<file path="config.mk">
export PLATFORM = sky130hd
export DESIGN_NAME = first_fit_free_list_allocator
export DESIGN_NICKNAME = d
export VERILOG_FILES = /design/src/rtl/ffa_pkg.sv /design/src/rtl/first_fit_free_list_allocator.sv
export SDC_FILE = /design/constraint.sdc
export NUM_CORES = 2
export LEC_CHECK = 0
export ABC_AREA = 1
export BUFFER_PORTS_ARGS = -buffer_cell sky130_fd_sc_hd__buf_2
export CORE_ASPECT_RATIO = 0.6
export CORE_MARGIN = 3
export CORE_UTILIZATION = 45
export CTS_BUF_LIST = sky130_fd_sc_hd__clkbuf_4
export DETAILED_ROUTE_END_ITERATION = 7
export PLACE_DENSITY = 0.6
export SYNTH_ARGS = -nofsm -noshare
export SYNTH_HDL_FRONTEND = slang
export SYNTH_SLANG_ARGS = --single-unit
</file>
<file path="constraint.sdc">
create_clock -name clk -period 5.1 [get_ports clk]
set_input_delay 0.255 -clock clk [delete_from_list [all_inputs] [get_ports clk]]
set_output_delay 0.255 -clock clk [all_outputs]
set_load 0.005 [all_outputs]
</file>
<file path="src/rtl/ffa_pkg.sv">
`timescale 1ns / 1ps
package ffa_pkg;

    // table geometry
    localparam int ADDR_WIDTH   = 16;
    localparam int MAX_SEGMENTS = 64;

    localparam logic [1:0] OP_ALLOC   = 2'd0;
    localparam logic [1:0] OP_RELEASE = 2'd1;
    localparam logic [1:0] OP_READ    = 2'd2;

    localparam logic [1:0] ST_OK    = 2'd0;
    localparam logic [1:0] ST_NOFIT = 2'd1;
    localparam logic [1:0] ST_FULL  = 2'd2;
    localparam logic [1:0] ST_RANGE = 2'd3;

    typedef struct packed {
        logic [1:0]                        opcode;
        logic [ADDR_WIDTH:0]               alloc_len;
        logic [ADDR_WIDTH-1:0]             seg_start;
        logic [ADDR_WIDTH:0]               seg_size;
        logic [$clog2(MAX_SEGMENTS)-1:0]   entry_index;
    } in_word_t;

    typedef struct packed {
        logic [1:0]                        status;
        logic [ADDR_WIDTH-1:0]             result_start;
        logic [ADDR_WIDTH:0]               result_size;
        logic [$clog2(MAX_SEGMENTS+1)-1:0] free_count;
    } out_word_t;

endpackage

</file>
<file path="src/rtl/first_fit_free_list_allocator.sv">
`timescale 1ns / 1ps
// First-fit free segment allocator with coalescing.
// in  channel (in_valid/in_ready/in_data): one command word: allocate, release
//     or read entry; opcode 3 is a no-op.
// out channel (out_valid/out_ready/out_data): one result word per command:
//     status, granted or read start, read size, segment count after the op.
// The table (start, size) lives in one simple dual-port synchronous memory
// with a registered read; every change is a read-modify-write by a sequencer.
// A no-op or a zero-size release goes straight to the result; a read first
// fetches the entry. Allocate and release scan the entries in order and may
// then shift entries down or up to close or open a slot.
// One command is in flight at a time. The result sits in an output register;
// the next command is taken the cycle after that register is handed over, so
// a stalled receiver holds the result and blocks only the next command.
// Reset clears the segment count and the control state; table contents are
// left as they are and are never read before being written.
module first_fit_free_list_allocator (
    input  logic                clk,
    input  logic                rst_n,
    input  logic                in_valid,
    output logic                in_ready,
    input  ffa_pkg::in_word_t   in_data,
    output logic                out_valid,
    input  logic                out_ready,
    output ffa_pkg::out_word_t  out_data
);

    localparam int MAX_SEGMENTS = ffa_pkg::MAX_SEGMENTS;
    localparam int ADDR_WIDTH   = ffa_pkg::ADDR_WIDTH;
    localparam int IW = $clog2(MAX_SEGMENTS);
    localparam int CW = $clog2(MAX_SEGMENTS + 1);
    localparam int SW = ADDR_WIDTH + 1;
    localparam int EW = ADDR_WIDTH + SW;

    localparam logic [3:0] S_IDLE  = 4'd0;
    localparam logic [3:0] S_SCAN  = 4'd1;   // issue read of pos_reg
    localparam logic [3:0] S_SCANW = 4'd2;   // examine read data
    localparam logic [3:0] S_PRED  = 4'd3;   // read predecessor
    localparam logic [3:0] S_PREDW = 4'd4;
    localparam logic [3:0] S_DECR  = 4'd5;   // release merge decision
    localparam logic [3:0] S_SHD   = 4'd6;   // shift down: read k+1
    localparam logic [3:0] S_SHDW  = 4'd7;   // write k
    localparam logic [3:0] S_SHU   = 4'd8;   // shift up: read k-1
    localparam logic [3:0] S_SHUW  = 4'd9;   // write k
    localparam logic [3:0] S_RDW   = 4'd10;
    localparam logic [3:0] S_DONE  = 4'd11;

    // table memory: {start, size}
    logic [EW-1:0] mem [MAX_SEGMENTS];
    logic [EW-1:0] rdata_reg;
    logic          we;
    logic [IW-1:0] waddr, raddr;
    logic [EW-1:0] wdata;

    always_ff @(posedge clk)
    begin
        if (we)
        begin
            mem[waddr] <= wdata;
        end
        rdata_reg <= mem[raddr];
    end

    logic [ADDR_WIDTH-1:0] rd_start;
    logic [SW-1:0]         rd_size;
    assign rd_start = rdata_reg[EW-1:SW];
    assign rd_size  = rdata_reg[SW-1:0];

    logic [3:0]          state_reg, state_next;
    logic [CW-1:0]       count_reg, count_next;
    logic [CW-1:0]       pos_reg, pos_next;     // scan / shift index
    logic [CW-1:0]       stop_reg, stop_next;   // shift end index
    ffa_pkg::in_word_t   cmd_reg, cmd_next;
    logic [EW-1:0]       succ_reg, succ_next;   // entry at insert point
    logic                succ_ok_reg, succ_ok_next;
    logic                out_valid_reg, out_valid_next;
    ffa_pkg::out_word_t  res_reg, res_next;

    logic [ADDR_WIDTH-1:0] cmd_st;
    logic [SW-1:0]         cmd_sz, cmd_req;
    assign cmd_st  = cmd_reg.seg_start;
    assign cmd_sz  = cmd_reg.seg_size;
    assign cmd_req = cmd_reg.alloc_len;

    // saturating add of up to three sizes
    function automatic logic [SW-1:0] sat3(input logic [SW-1:0] a,
                                           input logic [SW-1:0] b,
                                           input logic [SW-1:0] c);
        logic [SW+1:0] s;
        s = {2'b0, a} + {2'b0, b} + {2'b0, c};
        return (s[SW+1:SW] != 2'b0) ? {SW{1'b1}} : s[SW-1:0];
    endfunction

    assign in_ready  = (state_reg == S_IDLE) && !out_valid_reg;
    assign out_valid = out_valid_reg;
    assign out_data  = res_reg;

    logic [SW:0] pred_end;
    logic [SW:0] new_end;
    assign pred_end = {1'b0, SW'(rd_start)} + {1'b0, rd_size};
    assign new_end  = {1'b0, SW'(cmd_st)} + {1'b0, cmd_sz};

    always_comb
    begin
        state_next     = state_reg;
        count_next     = count_reg;
        pos_next       = pos_reg;
        stop_next      = stop_reg;
        cmd_next       = cmd_reg;
        succ_next      = succ_reg;
        succ_ok_next   = succ_ok_reg;
        out_valid_next = out_valid_reg;
        res_next       = res_reg;
        we    = 1'b0;
        waddr = pos_reg[IW-1:0];
        wdata = '0;
        raddr = pos_reg[IW-1:0];

        if (out_valid_reg && out_ready)
        begin
            out_valid_next = 1'b0;
        end

        case (state_reg)
            S_IDLE:
            begin
                if (in_valid && in_ready)
                begin
                    cmd_next = in_data;
                    pos_next = '0;
                    res_next = '0;
                    case (in_data.opcode)
                        ffa_pkg::OP_ALLOC:   state_next = S_SCAN;
                        ffa_pkg::OP_RELEASE:
                        begin
                            if (in_data.seg_size == '0)
                            begin
                                state_next = S_DONE;
                            end
                            else
                            begin
                                state_next = S_SCAN;
                            end
                        end
                        ffa_pkg::OP_READ:
                        begin
                            if (CW'(in_data.entry_index) < count_reg)
                            begin
                                raddr      = in_data.entry_index;
                                state_next = S_RDW;
                            end
                            else
                            begin
                                res_next.status = ffa_pkg::ST_RANGE;
                                state_next      = S_DONE;
                            end
                        end
                        default: state_next = S_DONE;
                    endcase
                end
            end

            S_RDW:
            begin
                res_next.result_start = rd_start;
                res_next.result_size  = rd_size;
                state_next            = S_DONE;
            end

            S_SCAN:
            begin
                if (pos_reg >= count_reg)
                begin
                    if (cmd_reg.opcode == ffa_pkg::OP_ALLOC)
                    begin
                        res_next.status = ffa_pkg::ST_NOFIT;
                        state_next      = S_DONE;
                    end
                    else
                    begin
                        succ_ok_next = 1'b0;
                        if (pos_reg != '0)
                        begin
                            raddr      = IW'(pos_reg - 1'b1);
                            state_next = S_PRED;
                        end
                        else
                        begin
                            state_next = S_DECR;
                        end
                    end
                end
                else
                begin
                    state_next = S_SCANW;
                end
            end

            S_SCANW:
            begin
                if (cmd_reg.opcode == ffa_pkg::OP_ALLOC)
                begin
                    if (rd_size == cmd_req)
                    begin
                        res_next.result_start = rd_start;
                        count_next = count_reg - 1'b1;
                        stop_next  = count_reg - 1'b1;
                        state_next = S_SHD;
                    end
                    else if (rd_size > cmd_req)
                    begin
                        res_next.result_start = rd_start;
                        we    = 1'b1;
                        wdata = {rd_start + cmd_req[ADDR_WIDTH-1:0], rd_size - cmd_req};
                        state_next = S_DONE;
                    end
                    else
                    begin
                        pos_next   = pos_reg + 1'b1;
                        state_next = S_SCAN;
                    end
                end
                else
                begin
                    if (rd_start <= cmd_st)
                    begin
                        pos_next   = pos_reg + 1'b1;
                        state_next = S_SCAN;
                    end
                    else
                    begin
                        succ_next    = rdata_reg;
                        succ_ok_next = 1'b1;
                        if (pos_reg != '0)
                        begin
                            raddr      = IW'(pos_reg - 1'b1);
                            state_next = S_PRED;
                        end
                        else
                        begin
                            state_next = S_DECR;
                        end
                    end
                end
            end

            // hold the predecessor address so its data lands next cycle
            S_PRED:
            begin
                raddr      = IW'(pos_reg - 1'b1);
                state_next = S_PREDW;
            end

            // predecessor data available in S_PREDW; release merge decision for both states
            S_PREDW, S_DECR:
            begin
                logic pa, sa;
                pa = (state_reg == S_PREDW) && (pred_end == {1'b0, SW'(cmd_st)});
                sa = succ_ok_reg &&
                     (new_end == {1'b0, SW'(succ_reg[EW-1:SW])});
                if (pa && sa)
                begin
                    we    = 1'b1;
                    waddr = IW'(pos_reg - 1'b1);
                    wdata = {rd_start, sat3(rd_size, cmd_sz, succ_reg[SW-1:0])};
                    count_next = count_reg - 1'b1;
                    stop_next  = count_reg - 1'b1;
                    state_next = S_SHD;
                end
                else if (pa)
                begin
                    we    = 1'b1;
                    waddr = IW'(pos_reg - 1'b1);
                    wdata = {rd_start, sat3(rd_size, cmd_sz, '0)};
                    state_next = S_DONE;
                end
                else if (sa)
                begin
                    we    = 1'b1;
                    wdata = {cmd_st, sat3(succ_reg[SW-1:0], cmd_sz, '0)};
                    state_next = S_DONE;
                end
                else if (count_reg >= CW'(MAX_SEGMENTS))
                begin
                    res_next.status = ffa_pkg::ST_FULL;
                    state_next      = S_DONE;
                end
                else
                begin
                    // open a slot at pos by shifting up from the top
                    stop_next  = pos_reg;
                    pos_next   = count_reg;
                    count_next = count_reg + 1'b1;
                    state_next = S_SHU;
                end
            end

            S_SHD:
            begin
                if (pos_reg >= stop_reg)
                begin
                    state_next = S_DONE;
                end
                else
                begin
                    raddr      = IW'(pos_reg + 1'b1);
                    state_next = S_SHDW;
                end
            end

            S_SHDW:
            begin
                we         = 1'b1;
                wdata      = rdata_reg;
                pos_next   = pos_reg + 1'b1;
                state_next = S_SHD;
            end

            S_SHU:
            begin
                if (pos_reg <= stop_reg)
                begin
                    we         = 1'b1;
                    wdata      = {cmd_st, cmd_sz};
                    state_next = S_DONE;
                end
                else
                begin
                    raddr      = IW'(pos_reg - 1'b1);
                    state_next = S_SHUW;
                end
            end

            S_SHUW:
            begin
                we         = 1'b1;
                wdata      = rdata_reg;
                pos_next   = pos_reg - 1'b1;
                state_next = S_SHU;
            end

            S_DONE:
            begin
                res_next.free_count = count_reg;
                out_valid_next      = 1'b1;
                state_next          = S_IDLE;
            end

            default: state_next = S_IDLE;
        endcase
    end

    always_ff @(posedge clk or negedge rst_n)
    begin
        if (!rst_n)
        begin
            state_reg     <= S_IDLE;
            count_reg     <= '0;
            out_valid_reg <= 1'b0;
        end
        else
        begin
            state_reg     <= state_next;
            count_reg     <= count_next;
            out_valid_reg <= out_valid_next;
        end
    end

    always_ff @(posedge clk)
    begin
        pos_reg     <= pos_next;
        stop_reg    <= stop_next;
        cmd_reg     <= cmd_next;
        succ_reg    <= succ_next;
        succ_ok_reg <= succ_ok_next;
        res_reg     <= res_next;
    end

endmodule

</file>
==> out/results.ini <==
[cts]
tritoncts = done
cts_num_sinks = 2299
cts_inserted_buffers = 550
cts_max_level = 6
path_clk_slew_ns = 0.07
clockRootBuffer = clkbuf_4
clockBufferDepth = 4
clkLatencyLatePin_ns = 1.32

[worst_setup_path]
cp-end-kind = register
endpoint = mem[54][6]
crit_start = rdata_reg[11]
cp.required_ns = 5.97
path_class = reg2reg
r2r_end = mem[54][6]
cp.arrival_ns = 5.95
reg2reg_setup_slack_ns = 0.02
r2r_cells = 19
r2r_start = rdata_reg[11]
cp_max_fo = 64
startpoint_type = register

[yosys]
ys_warn_count = 0
synth_flop_cell = edfxtp_1
yosysTopAreaCell = edfxtp_1
yosysUniqueCellTypes = 59
synth.top_cells.by_area = edfxtp_1, nand3_1, nand2_1
netlist_instances = 10400
synth_seq_area_share_pct = 64.1
synth_edf_count = 2254
syn-cell-area_um2 = 107000
syn-num-nets = 10600
async_flop_share_pct = 0.522
synth_top_cell_area_share_pct = 63.2
ys_ff_latch = 2299
syn_area_per_cell_um2 = 10.3

[global_route]
grt_remaining_overflow = 0
grt_max_degree = 127
grt_pass1_wl_mm = 562
grt_antenna_before_repair = 45
grt_pass1_vias = 80500
grtUsageTotal_pct = 31.6

[floorplan]
die_h_um = 384
start_util_pct = 45.4
num_io_pins = 106
die_w_um = 636
dieArea_um2 = 244000
num_rows = 138
fp.coreArea_um2 = 236000

[timing]
hold_viol_final = 0
min_period_over_period_pct = 99.6
finalMaxSlewViolations = 0
fmax_mhz = 197
setup_viol = 0
slew_headroom_pct = 22.8
setup_ws_ns = 0.0223
fin_worst_skew_ns = 0.154
tns_ns = 0
holdWs_ns = 0.205
period_minus_slack_ns = 5.08
worstMarginPinSlew_ns = 1.15

[placed_design]
place_ws_ns = -0.0337
portBuffers = 105
hpwl_mm = 263
gp_congestion = 0.988

[finish]
largest-register = mem
syn_to_final_growth_pct = 21.1
largest_reg_flops = 2112
nets = 11800
final_common_cell = nand2_1
drive_gt1_share_pct = 18.3
final_cell_mix = nand2_1, nand3_1, edfxtp_1
final_util_pct = 54.9

[detailed_routing]
drt_iter0_markers = 14000
routed_wl_mm = 403
route.detailed.drc = 0
dr.pass1.iters = 6
vias = 87100
postRouteAntennaNets = 0
wl_per_cell_um = 26.6
routed_via_density = 5.75

[run]
max-cap-violations = 0

[run_status]
status = finished, final reports clean

[hold_path]
hp-class = in2reg

-- worst max-delay path, cell delays in order (launching register included) --
cell and delay, ns:
dfxtp_1 0.73, ha_1 0.45, a21oi_1 0.47, o2111ai_2 0.18
or2_2 0.30, nand2_1 0.09, inv_1 0.05, ha_1 0.31
nand2_1 0.14, nor2_2 0.19, nand4_1 0.11, o211ai_1 0.28
nand2_1 0.08, inv_1 0.10, a31oi_4 0.11, buf_4 0.17
buf_2 0.17, o21ai_0 0.17, nand4_1 0.15, clkbuf_16 0.30
-- final cells by class --
| cell class | instances | area [um2] |
|---|---|---|
| multi-input combinational | 6389 | 32400 |
| sequential | 2299 | 68600 |
| inverter | 1073 | 4040 |
| tap | 3150 | 3940 |
| timing repair buffer | 1277 | 13800 |
| clock inverter | 136 | 927 |
| antenna | 15 | 37.5 |
| fill | 20300 | 106000 |
| clock buffer | 802 | 6020 |
-- synthesized netlist by cell type (11+ instances only) --
cell,count
a21o_1,14
a21oi_1,147
a31oi_1,14
buf_1,57
buf_2,340
buf_4,28
clkbuf_1,179
dfrtp_1,12
dfxtp_1,33
edfxtp_1,2254
ha_1,155
inv_1,1063
nand2_1,2574
nand3_1,2376
nand3b_1,380
nand4_1,49
nand4_2,11
nor2_1,253
nor3_1,28
o211ai_1,27
o21ai_0,117
o22ai_1,15
or2_2,22
xnor2_1,32
xor2_1,82
-- routing by layer --
metal	vias to the layer above	global-route usage, %	wire length, um
met5	-	0	167
met4	24	7.78	9630
met3	670	12.7	68600
met2	5951	40.9	153000
met1	42000	48.4	171000
li1	38500	-	-
-- worst min-delay path by stage --
stage,start,to,slack (ns),cells past startpoint
floorplan,rst_n,count_reg[0],-0.04,0
global placement,rst_n,out_valid,0.16,1
detailed placement,rst_n,out_valid,0.16,1
CTS,in_valid,state_reg[3],0.04,6
global route,in_data[7],cmd_sz[1],0.19,3
finish,in_valid,state_reg[3],0.20,6
-- metrics by stage --
step	area [um2]	std cells
5_1_grt	130000	15100
3_5_place_dp	121000	14000
2_1_floorplan	107000	10400
6_report	130000	15100
4_1_cts	129000	15100
3_3_place_gp	121000	14000
-- repair_timing --
| item | CTS | global route |
|---|---|---|
| endpoints found under the setup margin | 15 | 2972 |
| buffers inserted | 1 | 21 |
| endpoints found under the hold margin | 144 | 0 |
| resized for setup | 2 | 65 |
| cloned | 0 | 21 |
| hold buffers | 118 | 0 |
| pin swaps | 1 | 13 |
-- kinds of logic after synthesis --
family | count (synthesis) | share of synthesized area, %
XOR/XNOR | 115 | 0.953
flip-flops | 2299 | 64.1
buffers and inverters | 1680 | 6.40
adder cells (fa/ha/maj) | 162 | 1.94
AND/OR/NAND/NOR | 5727 | 24.6
AO/OA/AOI/OAI | 385 | 2.07
Power is not shown: default switching activity piles up to over one toggle a cycle in this logic, so the estimate is an artifact.
